`config.mk`:
```
export PLATFORM = sky130hd
export DESIGN_NAME = kmces_serial_mul
export DESIGN_NICKNAME = d
export VERILOG_FILES = /design/src/rtl/core/kmc_network_event_select_unit_assert.svh /design/src/rtl/core/kmces_serial_mul.sv
export SDC_FILE = /design/constraint.sdc
export NUM_CORES = 1
export LEC_CHECK = 0
export BUFFER_PORTS_ARGS = -buffer_cell sky130_fd_sc_hd__buf_2
export CORE_MARGIN = 4
export CORE_UTILIZATION = 57
export CTS_BUF_LIST = sky130_fd_sc_hd__clkbuf_4 sky130_fd_sc_hd__clkbuf_8
export DETAILED_ROUTE_END_ITERATION = 6
export PLACE_DENSITY_LB_ADDON = 0.3
export SETUP_SLACK_MARGIN = 0.02
export SLEW_MARGIN = 15
export SYNTH_ARGS = -nofsm -noshare
export SYNTH_HDL_FRONTEND = slang
export SYNTH_SLANG_ARGS = --single-unit
```
`constraint.sdc`:
```
create_clock -name i_clk -period 3.9 [get_ports i_clk]
set_input_delay 0.78 -clock i_clk [delete_from_list [all_inputs] [get_ports i_clk]]
set_output_delay 0.78 -clock i_clk [all_outputs]
set_load 0.05 [all_outputs]
```
`src/rtl/core/kmc_network_event_select_unit_assert.svh`:
```
// assertion helpers for the event select unit
`ifndef KMC_NETWORK_EVENT_SELECT_UNIT_ASSERT_SVH
`define KMC_NETWORK_EVENT_SELECT_UNIT_ASSERT_SVH

`ifndef SYNTH
// condition holds at every edge out of reset
`define KMCES_ASSERT_ALWAYS(label, clk, rst_n, cond) \
    label: assert property (@(posedge clk) disable iff (!rst_n) (cond)) \
        else $error("kmces: invariant violated");
// consequent holds in the same cycle
`define KMCES_ASSERT_IMPL(label, clk, rst_n, ante, cons) \
    label: assert property (@(posedge clk) disable iff (!rst_n) (ante) |-> (cons)) \
        else $error("kmces: implication violated");
// consequent holds in the next cycle
`define KMCES_ASSERT_NEXT(label, clk, rst_n, ante, cons) \
    label: assert property (@(posedge clk) disable iff (!rst_n) (ante) |=> (cons)) \
        else $error("kmces: next-cycle check violated");
`else
`define KMCES_ASSERT_ALWAYS(label, clk, rst_n, cond)
`define KMCES_ASSERT_IMPL(label, clk, rst_n, ante, cons)
`define KMCES_ASSERT_NEXT(label, clk, rst_n, ante, cons)
`endif

`endif

```
`src/rtl/core/kmces_serial_mul.sv`:
```
module kmces_serial_mul #(
    parameter int A_W = 24,
    parameter int B_W = 11
) (
    input  logic           i_clk,
    input  logic           i_rst_n,
    input  logic           i_start,
    input  logic [A_W-1:0] i_a,
    input  logic [B_W-1:0] i_b,
    output logic           o_done,
    output logic [A_W-1:0] o_hi,
    output logic [B_W-1:0] o_lo
);

    localparam int CNT_W = $clog2(B_W);

    logic             r_busy;
    logic             r_done;
    logic [CNT_W-1:0] r_cnt;
    logic [A_W-1:0]   r_a;
    logic [A_W-1:0]   r_hi;
    logic [B_W-1:0]   r_lo;   // multiplier bits shift out, product bits shift in
    logic [A_W:0]     n_sum;

    assign n_sum = {1'b0, r_hi} + (r_lo[0] ? {1'b0, r_a} : {(A_W + 1){1'b0}});

    always_ff @(posedge i_clk) begin
        if (!i_rst_n) begin
            r_busy <= 1'b0;
            r_done <= 1'b0;
            r_cnt  <= '0;
        end else begin
            r_done <= 1'b0;
            if (i_start) begin
                r_busy <= 1'b1;
                r_cnt  <= '0;
                r_a    <= i_a;
                r_hi   <= '0;
                r_lo   <= i_b;
            end else if (r_busy) begin
                r_hi  <= n_sum[A_W:1];
                r_lo  <= {n_sum[0], r_lo[B_W-1:1]};
                r_cnt <= r_cnt + 1'b1;
                if (r_cnt == CNT_W'(B_W - 1)) begin
                    r_busy <= 1'b0;
                    r_done <= 1'b1;
                end
            end
        end
    end

    assign o_done = r_done;
    assign o_hi   = r_hi;
    assign o_lo   = r_lo;

endmodule

```
==> impl_metrics.yaml <==
pwr:
  max-vdd-ir-drop_mv: 0.312
  p_per_area_mw_per_mm2: 459
  intPower_w: 0.00137
  p_leak_nw: 1.83
  switching_power_w: 0.000642
  swShare_pct: 31.9
  pwr-share-clk_pct: 32.8
  sequentialPowerShare_pct: 42.4
  pwr-share-comb_pct: 24.7
yosys:
  syn-num-nets: 383
  synth_area_per_cell_um2: 11.6
  yosysWarnings: 0
  synth_top_area_share_pct: 48.0
  synth_cells: 318
  ys_ff_latch: 65
  ys_seq_area_share_pct: 51.3
  synth.largest_area_cell: "edfxtp_1"
  syn_area_mm2: 0.00369
  synth_ff_type: "edfxtp_1"
  synth_area_leaders: "edfxtp_1, ha_1, and2_1"
  async_reset_ff_share_pct: 0
  synthDistinctLibCells: 50
  synth_edf_count: 59
setup_path:
  arrival_ns: 3.21
  worstSetupPathType: "reg -> reg"
  cp-end-kind: "register"
  startpoint_type: "register"
  crit_fanout: 25
  cp.required_ns: 3.99
floorplan:
  pin_count: 74
  num_rows: 29
  die_y_um: 88.4
  die_area_mm2: 0.00782
  core-area_mm2: 0.00631
  die_w_um: 88.4
  initial_utilization_pct: 58.4
clock_network:
  clock_latency_ns: 0.35
  root_buffer: "clkbuf_8"
  cts_buffer_depth: 2
  post_cts_resized: 0
  ctsHtreeMaxLevel: 3
  cts_tree: "yes"
  clkSinkCount: 65
  cts.clk_slew.worst_paths_ns: 0.08
  ctsHoldBuffers: 0
  cts_made_buffers: 9
  postCtsSetupBuffers: 0
sta:
  finalCriticalPeriod_ns: 3.12
  tightest_slew_ns: 1.03
  period_share_pct: 79.9
  fin_skew_ns: 0.0110
  rsz0062_at_grt: "false"
  hold_viol: 0
  slew_viol_final: 0
  hold_ws_ns: 0.534
  setup_viol: 0
  relSlewSlack_pct: 31.3
  fmax_mhz: 321
  fin_tns_setup_ns: 0
  fin_ws_ns: 0.785
routing:
  vias: 2750
  wl_per_cell_um: 16.8
  wirelength_um: 8040
  avgViaCountPerCell: 5.74
  drtIter0Drc: 172
  ant_nets: 0
  drc_errors: 0
  dr.pass1.iters: 4
global_routing:
  grt_usage_pct: 21.2
  grt_pass1_wl_um: 12600
  gr-total-overflow: 0
  antenna_found_initial: 0
  grt_max_degree: 40
  grt_pass1_vias: 2619
place:
  pre_cts_slack_ns: 0.784
  placed_cells: 463
  gp_congestion: 0.918
  io_buffer_count: 73
  hpwl_um: 5550
finish:
  final_common_cell: "buf_2"
  nets: 462
  antenna_cells: 0
  fill_cells: 490
  syn2layout_area_growth_pct: 18.7
  layout_common_cells: "buf_2, edfxtp_1, nor2_1"
  fin_cells: 479
  drive_gt1_share_pct: 30.6
flow_run:
  timing.max_cap.violations: 0
run_status:
  status: "finished, final reports clean"
hold_path:
  hold_class: "reg -> reg"
==> layout make-up <==
| class | count | area [µm²] | share of cell area (%) |
|---|---|---|---|
| flip-flops and latches | 65 | 1890 | 43.2 |
| multi-input cells | 239 | 1740 | 39.8 |
| repair buffers | 75 | 393 | 8.98 |
| clock buffers | 9 | 124 | 2.83 |
| clock inverters | 7 | 103 | 2.34 |
| well taps | 77 | 96.3 | 2.20 |
| inverters | 7 | 26.3 | 0.600 |
==> path summary, 6_finish.rpt <==
check / depth (start not counted) / to / startpoint / slack (ns)
setup / recovery: 10 / o_hi[17]$_SDFFCE_PP0P_ / o_lo[0]$_DFFE_PP_ / 0.78
hold reg to reg: 2 / r_cnt[1]$_SDFFE_PP0P_ / r_cnt[1]$_SDFFE_PP0P_ / 0.53
setup reg to reg: 10 / o_hi[17]$_SDFFCE_PP0P_ / o_lo[0]$_DFFE_PP_ / 0.78
hold / removal: 2 / r_cnt[1]$_SDFFE_PP0P_ / r_cnt[1]$_SDFFE_PP0P_ / 0.53
==> routing by layer <==
metal	global-route usage (%)	routed length [µm]	part of all wire, %	vias to the layer above
li1	-	-	-	1328
met1	29.3	3620	45	1317
met2	33.0	3840	48	93
met3	4.10	483	6.0	12
met4	8.52	98	1.2	0
met5	0	0	0	-
==> sequential cells by signal (all words and copies together), names as in the netlist <==
| register | count |
|---|---|
| o_done | 1 |
| o_hi | 24 |
| o_lo | 11 |
| r_a | 24 |
| r_busy | 1 |
| r_cnt | 4 |
==> logic make-up (layout without fill, tap and decap cells) <==
family          after synthesis  after routing  synth area share, %
mux                          14             14                 4.48
compound gates               75             75                 14.7
flops                        65             65                 51.3
simple gates                103            103                 13.9
xor+xnor                     20             20                 4.75
buf+inv                      14             98                 1.43
fa+ha+maj                    27             27                 9.37
==> power groups by stage <==
| stage | Sequential [W] | Combinational (W) | Clock, W |
|---|---|---|---|
| after floorplan | 0.000966 | 0.000277 | 0 |
| after global placement | 0.000868 | 0.000485 | 0 |
| after detailed placement | 0.000869 | 0.000491 | 0 |
| after CTS | 0.000854 | 0.000496 | 0.000666 |
| after global routing | 0.000859 | 0.000538 | 0.000697 |
| final | 0.000853 | 0.000497 | 0.000660 |
==> cells in the mapped netlist (2+ instances only) <==
cell,instances
nand3_1,4
mux2_2,12
a21o_1,8
o21ai_0,13
nor2b_1,7
xor2_1,7
nor2_1,34
edfxtp_1,59
o21ai_1,4
o21ai_2,3
o21bai_1,2
a21oi_1,19
clkbuf_1,6
nor3_1,4
nand2_1,19
o211ai_1,2
dfxtp_1,6
and3_1,2
ha_1,26
a31oi_1,3
mux2_4,2
a21oi_2,3
o21a_1,3
a211oi_2,2
nand4_1,2
and2_1,24
inv_1,7
xnor2_1,13
==> worst max-delay path, stage by stage (launching register included) <==
cell      delay (ns)
edfxtp_1        0.70
and2_1          0.29
ha_1            0.20
fa_1            0.42
a21oi_2         0.22
o211ai_2        0.12
a31o_4          0.26
a41oi_2         0.31
o221ai_2        0.15
xnor2_1         0.14
nor2_1          0.05
==> through the flow <==
step,util [%],instance area (µm²),total power (W)
3_5_place_dp,65.7,4150,0.00136
5_1_grt,69.3,4380,0.00209
2_1_floorplan,-,3690,0.00124
4_1_cts,69.3,4380,0.00202
3_3_place_gp,65.7,4150,0.00135
6_report,69.3,4380,0.00201
Power figures use the tool's default switching activity.
