### src/rtl/core/kmc_network_event_select_unit_assert.svh
// assertion helpers for the event select unit
`ifndef KMC_NETWORK_EVENT_SELECT_UNIT_ASSERT_SVH
`define KMC_NETWORK_EVENT_SELECT_UNIT_ASSERT_SVH

`ifndef SYNTH
// condition holds at every edge out of reset
`define KMCES_ASSERT_ALWAYS(label, clk, rst_n, cond) \
    label: assert property (@(posedge clk) disable iff (!rst_n) (cond)) \
        else $error("kmces: invariant violated");
// consequent holds in the same cycle
`define KMCES_ASSERT_IMPL(label, clk, rst_n, ante, cons) \
    label: assert property (@(posedge clk) disable iff (!rst_n) (ante) |-> (cons)) \
        else $error("kmces: implication violated");
// consequent holds in the next cycle
`define KMCES_ASSERT_NEXT(label, clk, rst_n, ante, cons) \
    label: assert property (@(posedge clk) disable iff (!rst_n) (ante) |=> (cons)) \
        else $error("kmces: next-cycle check violated");
`else
`define KMCES_ASSERT_ALWAYS(label, clk, rst_n, cond)
`define KMCES_ASSERT_IMPL(label, clk, rst_n, ante, cons)
`define KMCES_ASSERT_NEXT(label, clk, rst_n, ante, cons)
`endif

`endif

### src/rtl/core/kmces_pkg.sv
package kmces_pkg;

    // field widths
    localparam int RATE_W      = 24;
    localparam int EVENT_W     = 33;
    localparam int FRAC_W      = 32;
    localparam int TARGET_W    = 32;
    localparam int KIND_W      = 2;
    localparam int ACTOR_W     = 10;
    localparam int SLOT_W      = 6;
    localparam int USERS_W     = 11;
    localparam int COUNT_W     = 32;
    localparam int STATUS_W    = 2;
    localparam int CFG_INDEX_W = 2;
    localparam int CFG_DATA_W  = 24;

    // rates reset to 1.0 in 8.16
    localparam logic [RATE_W-1:0] RATE_RESET = 24'h01_0000;

    localparam int USER_LIMIT_DEF = 1024;
    localparam int LIST_LIMIT_DEF = 64;

    typedef enum logic [KIND_W-1:0] {
        KIND_ADD    = 2'd0,
        KIND_FOLLOW = 2'd1,
        KIND_TWEET  = 2'd2
    } t_kind;

    typedef enum logic [STATUS_W-1:0] {
        ST_OK         = 2'd0,
        ST_USERS_FULL = 2'd1,
        ST_LIST_FULL  = 2'd2
    } t_status;

    typedef enum logic [CFG_INDEX_W-1:0] {
        CFG_ADD_RATE      = 2'd0,
        CFG_FOLLOW_RATE   = 2'd1,
        CFG_TWEET_RATE    = 2'd2,
        CFG_INITIAL_USERS = 2'd3
    } t_cfg_index;

endpackage

### src/rtl/core/kmces_serial_div.sv
module kmces_serial_div #(
    parameter int Q_W = 11
) (
    input  logic                              i_clk,
    input  logic                              i_rst_n,
    input  logic                              i_start,
    input  logic [kmces_pkg::RATE_W+Q_W-1:0]  i_num,
    input  logic [kmces_pkg::RATE_W-1:0]      i_den,
    output logic                              o_done,
    output logic [Q_W-1:0]                    o_quot
);
    import kmces_pkg::*;

    localparam int CNT_W = $clog2(Q_W);

    logic             r_busy;
    logic             r_done;
    logic [CNT_W-1:0] r_cnt;
    logic [RATE_W-1:0] r_den;
    logic [RATE_W-1:0] r_rem;
    logic [Q_W-1:0]    r_sh;   // dividend low bits out, quotient bits in
    logic [RATE_W:0]   n_trial;
    logic [RATE_W:0]   n_diff;
    logic              n_ge;

    // restoring step, dividend is below den * 2^Q_W
    always_comb begin
        n_trial = {r_rem, r_sh[Q_W-1]};
        n_ge    = n_trial >= {1'b0, r_den};
        n_diff  = n_trial - {1'b0, r_den};
    end

    always_ff @(posedge i_clk) begin
        if (!i_rst_n) begin
            r_busy <= 1'b0;
            r_done <= 1'b0;
            r_cnt  <= '0;
        end else begin
            r_done <= 1'b0;
            if (i_start) begin
                r_busy <= 1'b1;
                r_cnt  <= '0;
                r_den  <= i_den;
                r_rem  <= i_num[RATE_W+Q_W-1:Q_W];
                r_sh   <= i_num[Q_W-1:0];
            end else if (r_busy) begin
                r_rem <= n_ge ? n_diff[RATE_W-1:0] : n_trial[RATE_W-1:0];
                r_sh  <= {r_sh[Q_W-2:0], n_ge};
                r_cnt <= r_cnt + 1'b1;
                if (r_cnt == CNT_W'(Q_W - 1)) begin
                    r_busy <= 1'b0;
                    r_done <= 1'b1;
                end
            end
        end
    end

    assign o_done = r_done;
    assign o_quot = r_sh;

endmodule

### config.mk
export PLATFORM = sky130hd
export DESIGN_NAME = kmces_serial_div
export DESIGN_NICKNAME = d
export VERILOG_FILES = /design/src/rtl/core/kmc_network_event_select_unit_assert.svh /design/src/rtl/core/kmces_pkg.sv /design/src/rtl/core/kmces_serial_div.sv
export SDC_FILE = /design/constraint.sdc
export NUM_CORES = 1
export LEC_CHECK = 0
export BUFFER_PORTS_ARGS = -buffer_cell sky130_fd_sc_hd__buf_2
export CAP_MARGIN = 20
export CORE_ASPECT_RATIO = 1.1
export CORE_UTILIZATION = 51
export DETAILED_ROUTE_END_ITERATION = 12
export PLACE_DENSITY = 0.77
export SLEW_MARGIN = 20
export SYNTH_ARGS = -nofsm -noshare
export SYNTH_HDL_FRONTEND = slang
export SYNTH_SLANG_ARGS = --single-unit
### constraint.sdc
create_clock -name i_clk -period 2.34 [get_ports i_clk]
set_input_delay 0.234 -clock i_clk [delete_from_list [all_inputs] [get_ports i_clk]]
set_output_delay 0.234 -clock i_clk [all_outputs]
set_load 0.005 [all_outputs]
==> results of run 1 <==
per-stage QoR:
stage                     utilization, %  cell area [sq um]
final                               78.9               5960
after global routing                78.9               5960
after CTS                           75.7               5720
after detailed placement            68.0               5140
after global placement              68.0               5140
after floorplan                        -               4070
per-layer routing:
metal	up-vias	global-route usage, %	wire length [microns]	share of wire, %
met3	46	4.16	808	6.5
met2	179	50.5	6130	49
met5	-	0	0	0
li1	1809	-	-	-
met1	1878	36.8	5050	40
met4	0	15.8	493	4.0
kinds of logic (layout without fill, tap and decap cells):
kind of cell / Yosys count / after routing / synth area share (%)
flip-flops: 65 / 65 / 47.1
XOR/XNOR: 19 / 19 / 4.14
AND/OR/NAND/NOR: 113 / 113 / 12.9
multiplexers: 14 / 14 / 3.86
buffers and inverters: 50 / 230 / 4.92
adder cells (fa/ha/maj): 27 / 27 / 8.60
AO/OA/AOI/OAI: 111 / 111 / 18.5
Yosys cell counts (7+ instances only):
master and n:
a21o_1 11, a21oi_1 32, a31oi_1 15, buf_2 7
clkbuf_1 8, edfxtp_1 59, ha_1 26, inv_1 34
mux2_2 12, nand2_1 48, nand3_1 10, nor2_1 24
o21ai_0 13, xnor2_1 12, xor2_1 7
timing repair:
action,4_1_cts,5_1_grt
pin swaps,35,30
setup buffers,16,4
hold buffers,0,0
cloned,1,0
resized for setup,46,39
endpoints found under the setup margin,25,25
final timing paths:
check / slack [ns] / startpoint / cells after the start / endpoint
min: 0.03 / i_den[20] / 1 / r_den[20]
min reg2reg: 0.51 / r_cnt[2] / 1 / o_done
max reg2reg: -0.31 / r_rem[20] / 10 / r_rem[13]
max: -0.31 / r_rem[20] / 10 / r_rem[13]
sequential cells by signal, indices dropped and copies added (netlist names):
signal,flops
r_den,24
r_rem,24
o_quot,11
r_cnt,4
o_done,1
r_busy,1
report_power, final:
part	total [mW]	switching, mW	internal (mW)
combinational	1.54	0.778	0.760
clock	1.01	0.514	0.501
sequential	1.44	0.0523	1.38
final cells by class:
class	count	area (sq um)
inverters	34	128
flip-flops and latches	65	1890
clock buffers	9	124
repair buffers	180	1220
well taps	105	131
multi-input cells	284	2390
fillers	444	1590
clock inverters	7	77.6
==> results_dict.tcl, run 1 <==
set metrics [dict create \
    root_buffer "clkbuf_8" \
    antenna_cells 0 \
    cpMaxStageDelayCell "edfxtp_1" \
    slew_headroom_pct 65.8 \
    syn_to_final_growth_pct 48.5 \
    yosysSeqAreaShare_pct 47.1 \
    preCtsSetupSlack_ns -0.415 \
    drt_iter0_markers 276 \
    ys_seq_elements 65 \
    crit_type "reg -> reg" \
    first_global_vias 3789 \
    yosys_warnings 0 \
    fmax_ghz 0.378 \
    hp-class "in -> reg" \
    start_util_pct 53.2 \
    rows 33 \
    grt_remaining_overflow 0 \
    hold_ws_ns 0.0350 \
    io_pins 74 \
    fin_tns_setup_ns -4.85 \
    fp.dieW_microns 86.6 \
    die_h_microns 95.1 \
    layout_commonest_cell "buf_4" \
    gp_congestion 0.889 \
    port_buffers 73 \
    avgSynthCellArea_sq_um 10.1 \
    critPathArrivalTime_ns 2.84 \
    startpoint_type "flop" \
    wirelength_mm 12.5 \
    clk_path_buf_depth 2 \
    core_sq_um 7560 \
    required_ns 2.54 \
    rsz0062_at_grt "yes" \
    cp_max_fo 5 \
    postSynth.asyncResetShare_pct 0 \
    path_clk_slew_ns 0.09 \
    cap_violations 0 \
    synth.net_count 488 \
    setup_viol 25 \
    drt_pre_antenna_iters 5 \
    grt_antenna_before_repair 0 \
    grt_start_max_net_pins 39 \
    synth_top_area_share_pct 44.1 \
    cts_max_level 3 \
    final_nets 663 \
    vdd_drop_max_mv 0.561 \
    crit_family "simple AND/OR/NAND/NOR gates" \
    cts-buffers-inserted 9 \
    hpwl_mm 7.66 \
    grt_pass1_wl_mm 18.3 \
    wl_per_cell_microns 18.2 \
    tightest_slew_ns 0.508 \
    dieArea_sq_um 8240 \
    setup_ws_ns -0.305 \
    vias_per_cell 5.72 \
    drc_errors 0 \
    synth_ff_type "edfxtp_1" \
    cts_tree "yes" \
    clock-skew-final_ns 0.0137 \
    ant_nets 0 \
    grt_usage_pct 29.7 \
    violations "negative setup slack" \
    crit_path_cell_trace "ha_4, nand4_1, nor2_2, and3b_2, nand2_4, a211oi_4, nor2_4, buf_6, or3_1, a2bb2oi_2" \
    fin_crit_sh_pct 113 \
    layout-drive-gt1-share_pct 48.4 \
    syn_area_sq_um 4020 \
    vias 3912 \
    synth.distinct_cells 54 \
    cellPowerDensity_nw_per_um2 669 \
    endpoint_kind "flop" \
    cpPeakStageDelay_ns 0.47 \
    synth_top_cell_by_area "edfxtp_1" \
    synth_edf_count 59 \
    syn_inst 399 \
    mostFrequentLayoutCells "buf_4 (99), buf_2 (73), edfxtp_1 (59)" \
    status "finished with violations" \
    fin_cells 684 \
    maxSlewViolCount 0 \
    report.final.hold_viol_count 0 \
    critPathBufInv 1 \
    finalCriticalPeriod_ns 2.65 \
    cts.sinks 65 \
    yosys-top-cells-area "edfxtp_1 (44%), ha_1 (8.1%), nand2_1 (4.5%), a21oi_1 (4.0%), mux2_2 (3.4%)" \
    clock_latency_ns 0.37 \
    dp_cells 647 \
    p_total_mw 3.99 \
    p_leak_nw 2.61 \
]
No activity file was read; power rests on OpenSTA's default activity.
==> run 2, diff against run 1 <==
- CORE_UTILIZATION: 51 -> 52
- CTS_BUF_LIST: not set -> sky130_fd_sc_hd__clkbuf_4 sky130_fd_sc_hd__clkbuf_8
- PLACE_DENSITY: 0.77 -> 0.78
==> run 2 against run 1 <==
Critical endpoint is now r_rem[20]. Core utilization up 0.94 points. Cell area about the same. Sequential power about the same. Largest power group unchanged. Worst setup slack worse by 0.13 ns. The run still ends with negative setup slack left. Clock skew down 0.0011 ns. Via count up 3.0%. Register-to-register slack worse by 0.13 ns. Global-route usage up 0.55 points.
==> results_dict.tcl, run 2 (same netlist as run 1, synthesis figures left out) <==
set metrics [dict create \
    status "finished with violations" \
    violations "negative setup slack" \
    whs_endpoint "r_den[8]" \
    rr_startpoint "r_rem[14]" \
    setup_viol 25 \
    hpwl_mm 7.73 \
    crit_type "reg -> reg" \
    fin_tns_setup_ns -6.92 \
    fin_cells 679 \
    hold_start "i_den[8]" \
    startpoint_type "flop" \
    hp-class "in -> reg" \
    p_total_mw 4.03 \
    layout-drive-gt1-share_pct 50.3 \
    dieArea_sq_um 8080 \
    io_pins 74 \
    grt_antenna_before_repair 0 \
    critPathArrivalTime_ns 2.90 \
    layout_commonest_cell "buf_4" \
    gp_congestion 0.906 \
    placed_cell_area_sq_um 5110 \
    wl_per_cell_microns 19.3 \
    mostFrequentLayoutCells "buf_4 (90), buf_2 (73), edfxtp_1 (59)" \
    port_buffers 73 \
    setup_ws_ns -0.437 \
    rsz0062_at_grt "yes" \
    grt_usage_pct 30.2 \
    fillers 440 \
    ant_nets 0 \
    grt_pass1_wl_mm 18.4 \
    die_h_microns 94.2 \
    grt_start_max_net_pins 29 \
    cap_violations 0 \
    drt_iter0_markers 329 \
    hold_buffers 0 \
    rr_endpoint "r_rem[20]" \
    clk_path_buf_depth 2 \
    antenna_cells 0 \
    drc_errors 0 \
    fmax_ghz 0.360 \
    wirelength_mm 13.1 \
    vias 4029 \
    tightest_slew_ns 0.714 \
    path_clk_slew_ns 0.09 \
    cts.sinks 65 \
    finalCriticalPeriod_ns 2.78 \
    whs_path_depth 1 \
    fin_crit_sh_pct 119 \
    start_util_pct 53.8 \
    final_cell_area_sq_um 5970 \
    syn_to_final_growth_pct 48.6 \
    r2r_cells 10 \
    fp.dieW_microns 85.8 \
    maxSlewViolCount 0 \
    rows 33 \
    drt_pre_antenna_iters 6 \
    cts-buffers-inserted 9 \
    vias_per_cell 5.93 \
    cts_max_level 3 \
    first_global_vias 3963 \
    cp_max_fo 4 \
    dp_cells 644 \
    clock-skew-final_ns 0.0126 \
    grt_remaining_overflow 0 \
    endpoint_kind "flop" \
    p_leak_nw 2.59 \
    final_nets 658 \
    vdd_drop_max_mv 0.466 \
    root_buffer "clkbuf_8" \
    clock_latency_ns 0.37 \
    slew_headroom_pct 52.4 \
    core_sq_um 7470 \
    report.final.hold_viol_count 0 \
    cellPowerDensity_nw_per_um2 675 \
    required_ns 2.46 \
    cts_tree "yes" \
    rrSetupSlack_ns -0.44 \
]
run 2: cell count changes in the layout (fill, tap and decap cells not counted), sizes merged:
cell,delta
buf,-5
run 2: worst max-delay path by stage:
stage	startpoint	endpoint	slack (ns)	cells after the start
floorplan	r_rem[0]	r_rem[23]	-0.10	9
global placement	r_rem[0]	r_rem[23]	-0.29	9
detailed placement	r_rem[0]	r_rem[23]	-0.35	9
CTS	o_quot[10]	r_rem[16]	-0.23	13
global route	r_rem[14]	r_rem[20]	-0.58	10
finish	r_rem[14]	r_rem[20]	-0.44	10
run 2: power breakdown:
group	internal [mW]	switching, mW	total (mW)
Clock	0.501	0.515	1.02
Combinational	0.765	0.810	1.58
Sequential	1.38	0.0556	1.44
Total	2.65	1.38	4.03
run 2: cell type report:
class / count / area [sq um] / area share (%)
Multi-Input combinational cell: 284 / 2440 / 40.9
Tap cell: 105 / 131 / 2.20
Clock buffer: 9 / 124 / 2.08
Sequential cell: 65 / 1890 / 31.7
Clock inverter: 7 / 77.6 / 1.30
Inverter: 34 / 128 / 2.14
Timing Repair Buffer: 175 / 1180 / 19.7
run 2: per-layer routing:
layer | track usage (%) | wire length (microns) | up-vias
met5 | 0 | 0 | -
met4 | 17.4 | 785 | 0
met3 | 6.33 | 932 | 97
met2 | 53.1 | 6510 | 263
met1 | 33.9 | 4910 | 1867
li1 | - | - | 1802
run 2: worst max-delay path, stage by stage, from the launching register on:
cell and delay (ns):
edfxtp_1 0.51, ha_4 0.27, buf_4 0.15, a21o_1 0.21, a31oi_1 0.23, o21ai_0 0.21
o21bai_1 0.24, a31oi_4 0.25, o21ai_4 0.12, nor4_4 0.29, nor3b_2 0.07
run 2: through the flow:
stage / setup WS [ns] / hold WS (ns) / utilization, %
3_5_place_dp: -0.352 / 0.412 / 68.4
3_3_place_gp: -0.291 / 0.410 / 68.4
4_1_cts: -0.228 / 0.0442 / 76.7
6_report: -0.437 / 0.0365 / 79.9
5_1_grt: -0.579 / 0.0350 / 79.9
2_1_floorplan: -0.100 / 0.333 / -
run 2: repair_timing:
| item | 4_1_cts | 5_1_grt |
|---|---|---|
| pin swaps | 48 | 37 |
| gates resized for setup | 65 | 37 |
| endpoints found under the setup margin | 25 | 25 |
| setup buffers | 12 | 9 |
==> run 3, diff against run 2 <==
- SKIP_LAST_GASP: not set -> 1
==> run 3 against run 2 <==
The run ends with design-rule violations, negative setup slack left. Worst setup slack improved by 0.077 ns. Non-clock buffer count fell by 2. Count of clock-buffer cells in the layout did not move. Sequential power barely moved. Fmax rose by 2.8%. Core utilization fell by 0.35 points. Cell area fell by 0.44%. Critical path depth did not move. Wire length fell by 5.6%. Critical path type unchanged.
==> results_dict.tcl, run 3 (same netlist as run 1, synthesis figures left out) <==
set metrics [dict create \
    clock_latency_ns 0.36 \
    cts_max_level 3 \
    grt_start_max_net_pins 29 \
    cp_max_fo 7 \
    mostFrequentLayoutCells "buf_4 (88), buf_2 (73), edfxtp_1 (59)" \
    rsz0062_at_grt "yes" \
    required_ns 2.44 \
    hold_buffers 0 \
    first_global_vias 3959 \
    fmax_ghz 0.370 \
    fillers 445 \
    drc_errors 1 \
    fin_crit_sh_pct 115 \
    p_leak_nw 2.58 \
    cts_tree "yes" \
    cts-buffers-inserted 9 \
    regArea_sq_um 1890 \
    wirelength_mm 12.4 \
    root_buffer "clkbuf_8" \
    io_pins 74 \
    path_clk_slew_ns 0.08 \
    antenna_cells 0 \
    fp.dieW_microns 85.8 \
    status "finished with violations" \
    grt_remaining_overflow 0 \
    drt_iter0_markers 280 \
    gp_congestion 0.906 \
    tightest_slew_ns 0.648 \
    wl_per_cell_microns 18.3 \
    vdd_drop_max_mv 0.439 \
    grt_usage_pct 29.9 \
    cap_violations 0 \
    cts.sinks 65 \
    clock-skew-final_ns 0.0104 \
    syn_to_final_growth_pct 47.9 \
    start_util_pct 53.8 \
    post-route-util_pct 79.5 \
    placed_cell_area_sq_um 5110 \
    setup_viol 25 \
    cellPowerDensity_nw_per_um2 674 \
    crit_type "reg -> reg" \
    port_buffers 73 \
    final_nets 656 \
    drt_pre_antenna_iters 9 \
    finalCriticalPeriod_ns 2.70 \
    vias 3903 \
    violations "design-rule violations, negative setup slack" \
    grt_antenna_before_repair 0 \
    slew_headroom_pct 56.8 \
    final_cell_area_sq_um 5940 \
    grt_pass1_wl_mm 18.3 \
    endpoint_kind "flop" \
    die_h_microns 94.2 \
    ant_nets 0 \
    vias_per_cell 5.77 \
    layout_commonest_cell "buf_4" \
    core_sq_um 7470 \
    multi_input_area_sq_um 2430 \
    startpoint_type "flop" \
    setup_ws_ns -0.361 \
    report.final.hold_viol_count 0 \
    clk_path_buf_depth 2 \
    layout-drive-gt1-share_pct 49.5 \
    critPathArrivalTime_ns 2.80 \
    rows 33 \
    hp-class "in -> reg" \
    hpwl_mm 7.73 \
    dieArea_sq_um 8080 \
    maxSlewViolCount 0 \
]
-- run 3: layout make-up --
cell class / count / share of cell area, %
sequential: 65 / 31.8
timing repair buffer: 173 / 19.5
multi-input combinational: 284 / 40.9
clock inverter: 7 / 1.31
inverter: 34 / 2.15
clock buffer: 9 / 2.08
tap: 105 / 2.21
-- run 3: layer usage --
metal,GRT usage [%],wire length (microns),vias to the layer above
met5,0,0,-
li1,-,-,1799
met3,7.21,892,77
met2,51.9,6240,236
met1,33.7,4640,1791
met4,16.7,631,0
-- run 3: report_power, final --
group | internal [mW] | switching, mW
logic | 0.769 | 0.792
clock network | 0.501 | 0.504
registers | 1.38 | 0.0533
-- run 3: what timing repair did --
item,CTS,global route
gates resized for setup,64,35
setup endpoints to repair,25,25
setup buffers,12,7
pin swaps,48,31
-- run 3: path summary, 6_finish.rpt --
check             from        end  slack, ns  cells past startpoint
min          i_den[22]  r_den[22]       0.05                      1
min reg2reg   r_cnt[3]     o_done       0.51                      2
max           r_rem[0]   r_rem[0]      -0.36                     10
max reg2reg   r_rem[0]   r_rem[0]      -0.36                     10
-- run 3: per-stage QoR --
stage	std cells	hold WS, ns	setup TNS, ns	setup slack (ns)	power (mW)
final	677	0.0454	-7.06	-0.361	4.00
after CTS	671	0.0442	-3.38	-0.228	3.80
after global routing	677	0.0356	-9.41	-0.474	4.15
after floorplan	399	0.333	-0.554	-0.100	2.14
after global placement	644	0.410	-4.76	-0.291	2.59
after detailed placement	644	0.412	-6.56	-0.352	2.62
-- run 3: worst max-delay path, cell delays in order (launching register included) --
cell and delay [ns]:
edfxtp_1 0.45, ha_4 0.30, nor2b_4 0.15, o2111ai_2 0.14, nand3_2 0.17, buf_6 0.12
a21oi_4 0.07, a211oi_4 0.39, or2_4 0.28, a21oi_2 0.09, mux2_2 0.28
